<file path="src/console_bus_decode_with_sprite_dma_unit_assert.svh">
// Assertion macros shared by the console bus decoder RTL.
// The macros expect clk_i and rst_ni in the scope where they are used.
`ifndef CONSOLE_BUS_DECODE_WITH_SPRITE_DMA_UNIT_ASSERT_SVH
`define CONSOLE_BUS_DECODE_WITH_SPRITE_DMA_UNIT_ASSERT_SVH

// Same-cycle implication.
`define CBD_ASSERT_IMP(lbl, ante, cons, msg) \
  lbl: assert property (@(posedge clk_i) disable iff (!rst_ni) (ante) |-> (cons)) \
    else $error(msg);

// Next-cycle implication.
`define CBD_ASSERT_NXT(lbl, ante, cons, msg) \
  lbl: assert property (@(posedge clk_i) disable iff (!rst_ni) (ante) |=> (cons)) \
    else $error(msg);

`endif

</file>
<file path="src/cbd_pkg.sv">
// Package of the console bus decoder: operation and target codes, address map,
// clock phase constants and the structs passed between the modules.
// Depends on nothing.
package cbd_pkg;

  localparam int RAM_DEPTH_DEF = 2048;

  localparam int S_TDATA_W = 64;
  localparam int S_TUSER_W = 2;
  localparam int M_TDATA_W = 48;
  localparam int M_TUSER_W = 3;

  localparam logic [15:0] RAM_END       = 16'h1FFF;
  localparam logic [15:0] PPU_BASE      = 16'h2000;
  localparam logic [15:0] PPU_END       = 16'h3FFF;
  localparam logic [15:0] DMA_PAGE_ADDR = 16'h4014;
  localparam logic [15:0] PAD0_ADDR     = 16'h4016;
  localparam logic [15:0] PAD1_ADDR     = 16'h4017;

  localparam logic [2:0] PHASE_READ       = 3'd0;
  localparam logic [2:0] PHASE_AFTER_READ = 3'd1;
  localparam logic [2:0] PHASE_WRITE      = 3'd3;
  localparam logic [2:0] PHASE_LAST       = 3'd5;

  typedef enum logic [1:0] {
    OP_READ  = 2'd0,
    OP_WRITE = 2'd1,
    OP_TICK  = 2'd2,
    OP_NONE  = 2'd3
  } op_e;

  typedef enum logic [2:0] {
    TGT_NONE = 3'd0,
    TGT_CART = 3'd1,
    TGT_RAM  = 3'd2,
    TGT_PPU  = 3'd3,
    TGT_DMA  = 3'd4,
    TGT_PAD  = 3'd5
  } target_e;

  typedef struct packed {
    logic [15:0] address;
    logic [7:0]  write_data;
    logic        read_only;
    logic        cart_hit;
    logic [7:0]  cart_data;
    logic [7:0]  ppu_data;
    logic [7:0]  pad_a;
    logic [7:0]  pad_b;
    logic        nmi_pending;
  } in_t;

  typedef struct packed {
    logic [1:0][7:0] pad_shift;
    logic [7:0]      page;
    logic [7:0]      offset;
    logic            waiting;
    logic            running;
    logic [2:0]      phase;
  } state_t;

  typedef struct packed {
    logic [7:0]  rd_imm;
    logic        rd_from_ram;
    logic        dma_capture;
    target_e     target;
    logic [2:0]  ppu_register;
    logic        ppu_peek;
    logic [15:0] bus_address;
    logic        cpu_clock_enable;
    logic        oam_write;
    logic [7:0]  oam_index;
    logic [7:0]  oam_data;
    logic        dma_active;
    logic        nmi_to_cpu;
  } stage_t;

  typedef struct packed {
    logic [7:0]  read_data;
    target_e     target;
    logic [2:0]  ppu_register;
    logic        ppu_peek;
    logic [15:0] bus_address;
    logic        cpu_clock_enable;
    logic        oam_write;
    logic [7:0]  oam_index;
    logic [7:0]  oam_data;
    logic        dma_active;
    logic        nmi_to_cpu;
  } res_t;

endpackage

</file>
<file path="src/cbd_decode.sv">
// Decode of one transaction: address map, controller shifters, clock phase and
// sprite DMA sequencing, all combinational. Depends on cbd_pkg.
module cbd_decode #(
  parameter int RAM_DEPTH = cbd_pkg::RAM_DEPTH_DEF
) (
  input  cbd_pkg::op_e                 op_i,
  input  cbd_pkg::in_t                 in_i,
  input  cbd_pkg::state_t              state_i,
  input  logic [7:0]                   dma_byte_i,
  output cbd_pkg::state_t              state_o,
  output cbd_pkg::stage_t              stage_o,
  output logic                         ram_we_o,
  output logic                         ram_re_o,
  output logic [$clog2(RAM_DEPTH)-1:0] ram_idx_o
);

  localparam int AW = $clog2(RAM_DEPTH);
  localparam int QB = $clog2(8191 / RAM_DEPTH + 1);
  localparam int MW = 14 + QB;

  function automatic logic [AW-1:0] ram_index(input logic [12:0] a);
    logic [MW-1:0] r;
    r = MW'(a);
    for (int i = QB - 1; i >= 0; i--) begin
      if (r >= (MW'(RAM_DEPTH) << i)) begin
        r = r - (MW'(RAM_DEPTH) << i);
      end
    end
    return r[AW-1:0];
  endfunction

  logic        dma_rd;
  logic [15:0] acc_addr;
  logic        in_ram;
  logic        in_ppu;
  logic        is_pad;
  logic        is_page;
  logic        pad_k;
  logic [7:0]  next_offset;

  assign dma_rd = (op_i == cbd_pkg::OP_TICK) && (state_i.phase == cbd_pkg::PHASE_READ) &&
                  state_i.running && !state_i.waiting;
  assign acc_addr = dma_rd ? {state_i.page, state_i.offset} : in_i.address;
  assign in_ram   = acc_addr <= cbd_pkg::RAM_END;
  assign in_ppu   = (acc_addr >= cbd_pkg::PPU_BASE) && (acc_addr <= cbd_pkg::PPU_END);
  assign is_pad   = (acc_addr == cbd_pkg::PAD0_ADDR) || (acc_addr == cbd_pkg::PAD1_ADDR);
  assign is_page  = acc_addr == cbd_pkg::DMA_PAGE_ADDR;
  assign pad_k    = acc_addr[0];
  assign next_offset = state_i.offset + 8'd1;
  assign ram_idx_o   = ram_index(acc_addr[12:0]);

  always_comb begin
    state_o  = state_i;
    stage_o  = '0;
    ram_we_o = 1'b0;
    ram_re_o = 1'b0;

    if ((op_i == cbd_pkg::OP_READ) || dma_rd) begin
      stage_o.bus_address = acc_addr;
      stage_o.dma_capture = dma_rd;
      priority if (in_i.cart_hit) begin
        stage_o.target = cbd_pkg::TGT_CART;
        stage_o.rd_imm = in_i.cart_data;
      end else if (in_ram) begin
        stage_o.target      = cbd_pkg::TGT_RAM;
        stage_o.rd_from_ram = 1'b1;
        ram_re_o            = 1'b1;
      end else if (in_ppu) begin
        stage_o.target       = cbd_pkg::TGT_PPU;
        stage_o.rd_imm       = in_i.ppu_data;
        stage_o.ppu_register = acc_addr[2:0];
        stage_o.ppu_peek     = !dma_rd && in_i.read_only;
      end else if (is_pad) begin
        stage_o.target           = cbd_pkg::TGT_PAD;
        stage_o.rd_imm           = {7'd0, state_i.pad_shift[pad_k][7]};
        state_o.pad_shift[pad_k] = {state_i.pad_shift[pad_k][6:0], 1'b0};
      end
    end

    unique case (op_i)
      cbd_pkg::OP_WRITE: begin
        stage_o.bus_address = in_i.address;
        priority if (in_i.cart_hit) begin
          stage_o.target = cbd_pkg::TGT_CART;
        end else if (in_ram) begin
          stage_o.target = cbd_pkg::TGT_RAM;
          ram_we_o       = 1'b1;
        end else if (in_ppu) begin
          stage_o.target       = cbd_pkg::TGT_PPU;
          stage_o.ppu_register = in_i.address[2:0];
        end else if (is_page) begin
          stage_o.target  = cbd_pkg::TGT_DMA;
          state_o.page    = in_i.write_data;
          state_o.offset  = 8'd0;
          state_o.running = 1'b1;
        end else if (is_pad) begin
          stage_o.target           = cbd_pkg::TGT_PAD;
          state_o.pad_shift[pad_k] = pad_k ? in_i.pad_b : in_i.pad_a;
        end
      end
      cbd_pkg::OP_TICK: begin
        if ((state_i.phase == cbd_pkg::PHASE_READ) || (state_i.phase == cbd_pkg::PHASE_WRITE)) begin
          if (!state_i.running) begin
            stage_o.cpu_clock_enable = 1'b1;
          end else if (state_i.waiting) begin
            if (state_i.phase == cbd_pkg::PHASE_WRITE) begin
              state_o.waiting = 1'b0;
            end
          end else if (state_i.phase == cbd_pkg::PHASE_WRITE) begin
            stage_o.oam_write = 1'b1;
            stage_o.oam_index = state_i.offset;
            stage_o.oam_data  = dma_byte_i;
            state_o.offset    = next_offset;
            if (next_offset == 8'd0) begin
              state_o.running = 1'b0;
              state_o.waiting = 1'b1;
            end
          end
        end
        stage_o.nmi_to_cpu = in_i.nmi_pending;
        state_o.phase = (state_i.phase >= cbd_pkg::PHASE_LAST) ? 3'd0 : state_i.phase + 3'd1;
      end
      default: begin
      end
    endcase

    stage_o.dma_active = state_o.running;
  end

endmodule
</file>
<file path="config.mk">
export PLATFORM = sky130hd
export DESIGN_NAME = cbd_decode
export DESIGN_NICKNAME = d
export VERILOG_FILES = /design/src/console_bus_decode_with_sprite_dma_unit_assert.svh /design/src/cbd_pkg.sv /design/src/cbd_decode.sv
export SDC_FILE = /design/constraint.sdc
export NUM_CORES = 1
export LEC_CHECK = 0
export CORE_AREA = 4 4 80 82
export DETAILED_ROUTE_END_ITERATION = 10
export DIE_AREA = 0 0 84 86
export DONT_BUFFER_PORTS = 1
export GPL_ROUTABILITY_DRIVEN = 0
export PLACE_DENSITY = 0.57
export SLEW_MARGIN = 15
export SYNTH_ARGS = -nofsm -noshare
export SYNTH_HDL_FRONTEND = slang
export SYNTH_SLANG_ARGS = --single-unit
</file>
<file path="constraint.sdc">
create_clock -name vclk -period 4.36
set_clock_uncertainty 0.15 [all_clocks]
set_input_delay 0.872 -clock vclk [all_inputs]
set_output_delay 0.872 -clock vclk [all_outputs]
set_load 0.1 [all_outputs]
</file>
==> run_results.csv <==
group,metric,value,unit
detailed_routing,drt_first_pass_iters,5,
run,drv_cap,0,
sta,setup_viol,0,
worst_setup_path,arrival,3210,ps
floorplanning,fp.dieH,86,microns
power_and_ir_drop,power.total,0.655,mW
sta,period_share,97.1,%
global_route,grt_pass1_vias,3123,
sta,maxSlewViolCount,0,
worst_setup_path,startpoint,"state_i[0]",
layout,area_growth,104,%
worst_setup_path,worst_path_largest_cell_delay,420,ps
worst_setup_path,endpoint,"state_o[36]",
logic_synthesis,yosys_warnings,0,
sta,hold_viol_final,0,
worst_setup_path,cp_max_fo,12,
layout,nFillCells,436,
sta,max_freq,236,MHz
global_route,antenna_found_initial,0,
run_status,status,"finished, final reports clean",
logic_synthesis,synth_sequential_area_ratio,0,%
global_route,grt_pass1_wl,15900,microns
power_and_ir_drop,powerDensity,153,nW/um^2
detailed_routing,post_drt_wl_per_cell,20.1,microns
sta,rsz0062_at_grt,"no",
floorplanning,coreArea,5750,sq um
detailed_routing,vias_per_cell,6.20,
worst_setup_path,cp-start-kind,"input pin",
worst_setup_path,cp_slowest_cell,"mux2i_4",
detailed_routing,num_vias,3179,
logic_synthesis,ys_types,56,
sta,post-route-worst-setup-slack,127,ps
layout,num_antenna_cells,0,
sta,fin_crit,4230,ps
floorplanning,core.rowCount,28,
floorplanning,start_util,36.3,%
worst_hold_path,hold_class,"input pin to output pin",
logic_synthesis,postSynthCellCount,343,
worst_setup_path,end_kind,"output pin",
sta,worstMarginPinSlew,640,ps
global_route,grt_max_degree,38,
detailed_routing,postRouteAntennaNets,0,
worst_setup_path,setup.worst_path.class,"input pin to output pin",
power_and_ir_drop,vdd_ir_drop_max,132,uV
layout,drive_above_1_share,47.3,%
floorplanning,die_w,84,microns
worst_setup_path,crit_chain,"inv_6 > ha_4 > and4bb_4 > nand2_4 > inv_4 > mux2i_4 > clkinvlp_4 > nand4_1 > buf_4 > mux2i_1 > a21oi_4 > buf_12",
floorplanning,top_level_ports,209,
detailed_routing,remaining_drc_errors,0,
detailed_routing,drt_iter0_drc,248,
logic_synthesis,syn_area_per_cell,6.08,sq um
worst_setup_path,required,3340,ps
global_route,gr-total-overflow,0,
layout,seq_cell_count,0,
global_route,grt_usage,26.0,%
placed_design,io_buffers,0,
power_and_ir_drop,p_leak,1.83,nW
layout,clock_buffers,0,
floorplanning,dieArea,7220,sq um
layout,seq_area,0,sq um
logic_synthesis,synth_area,2090,sq um
layout,fin_nets,556,
sta,relSlewSlack,56.9,%
detailed_routing,wl,10300,microns
placed_design,dp_hpwl,8590,microns
placed_design,place_ws,108,ps
logic_synthesis,syn-num-nets,459,
==> cell families (layout without fill, tap and decap cells) <==
kind of cell | count (synthesis) | in the layout | share of synthesized area (%)
AOI/OAI and AO/OA | 84 | 84 | 27.3
adders and majority gates | 10 | 10 | 6.00
buffers and inverters | 39 | 134 | 8.09
muxes | 17 | 17 | 9.29
and+or+nand+nor | 193 | 193 | 49.3
==> critical path: cells and delay by family <==
family / cells / cell delay (ps)
AOI/OAI and AO/OA: 1 / 70
adders and majority gates: 1 / 120
buffers and inverters: 5 / 810
muxes: 2 / 720
and+or+nand+nor: 3 / 590
==> cells in the mapped netlist (3+ instances only) <==
| cell | number | area [sq um] |
|---|---|---|
| a211o_1 | 4 | 35.0 |
| a211oi_1 | 4 | 30.0 |
| a21oi_1 | 14 | 70.1 |
| a22o_1 | 15 | 131 |
| a31oi_1 | 4 | 25.0 |
| and2_1 | 5 | 31.3 |
| and3_1 | 17 | 106 |
| and3b_1 | 3 | 26.3 |
| buf_2 | 3 | 15.0 |
| buf_4 | 3 | 22.5 |
| clkbuf_1 | 13 | 48.8 |
| ha_1 | 10 | 125 |
| inv_1 | 16 | 60.1 |
| mux2_2 | 11 | 124 |
| mux2i_1 | 4 | 40.0 |
| nand2_1 | 58 | 218 |
| nand3_1 | 11 | 55.1 |
| nand3b_1 | 8 | 60.1 |
| nand4_1 | 8 | 50.1 |
| nor2_1 | 29 | 109 |
| nor3_1 | 19 | 95.1 |
| nor3b_1 | 11 | 82.6 |
| nor4_1 | 4 | 25.0 |
| nor4b_1 | 3 | 26.3 |
| o21ai_0 | 21 | 105 |
| o22ai_1 | 3 | 18.8 |
| o31ai_1 | 4 | 30.0 |
==> how the worst min path moves through the flow <==
stage,depth (start not counted),to,slack [ps],startpoint
6_report,2,state_o[10],1820,state_i[10]
3_5_place_dp,2,state_o[10],1820,state_i[10]
4_1_cts,2,state_o[10],1820,state_i[10]
2_1_floorplan,2,stage_o[36],1830,in_i[34]
3_3_place_gp,2,state_o[10],1820,state_i[10]
5_1_grt,2,state_o[10],1830,state_i[10]
==> stage by stage <==
| step | setup TNS (ps) | instance area, sq um | cells | hold slack (ps) | util, % |
|---|---|---|---|---|---|
| 6_report | 0 | 4270 | 513 | 1820 | 74.3 |
| 5_1_grt | 0 | 4270 | 513 | 1830 | 74.3 |
| 4_1_cts | 0 | 4250 | 511 | 1820 | 73.9 |
| 3_5_place_dp | 0 | 4250 | 511 | 1820 | 73.9 |
| 3_3_place_gp | 0 | 4220 | 510 | 1820 | 73.5 |
| 2_1_floorplan | -3390 | 2490 | 343 | 1830 | - |
==> placed cells by master, fill, tap and decap left out, types with 5 or more instances in the layout <==
master    instances
nor3_1           10
o21ai_0          15
a22o_1            8
nand2_1          51
mux2_2           10
a21oi_2           7
nor2_1           24
nand2_2           7
nor3b_2           8
inv_1            13
nand3_1          10
nor3_4           10
nand4_1           8
nor2_2            5
o21ai_2           5
buf_4            49
a22o_2            7
nand3b_1          8
and3_1           17
buf_12           66
ha_1              9
==> cell type report <==
cell class	count	area (sq um)	area share (%)
Timing Repair Buffer	117	1740	40.9
Multi-Input combinational cell	304	2340	54.8
Inverter	17	91.3	2.14
Tap cell	75	93.8	2.20
==> power breakdown <==
group          switching, mW  internal [mW]  leakage, nW  total (mW)
clock                      0              0            0           0
sequential                 0              0            0           0
combinational          0.445          0.210         1.83       0.655
total                  0.445          0.210         1.83       0.655
==> repair_timing <==
action / 4_1_cts / 5_1_grt
hold buffers: 0 / 0
resized for setup: 0 / 1
buffers inserted: 0 / 2
endpoints found under the setup margin: 0 / 5
==> per-layer routing <==
layer / up-vias / wire length (microns) / global-route usage [%]
met5: - / 0 / 0
met4: 0 / 174 / 3.80
met3: 20 / 939 / 4.90
met2: 209 / 5500 / 50.1
met1: 1484 / 3680 / 30.4
li1: 1466 / - / -
Note: power is estimated with default switching activity, not from simulation.
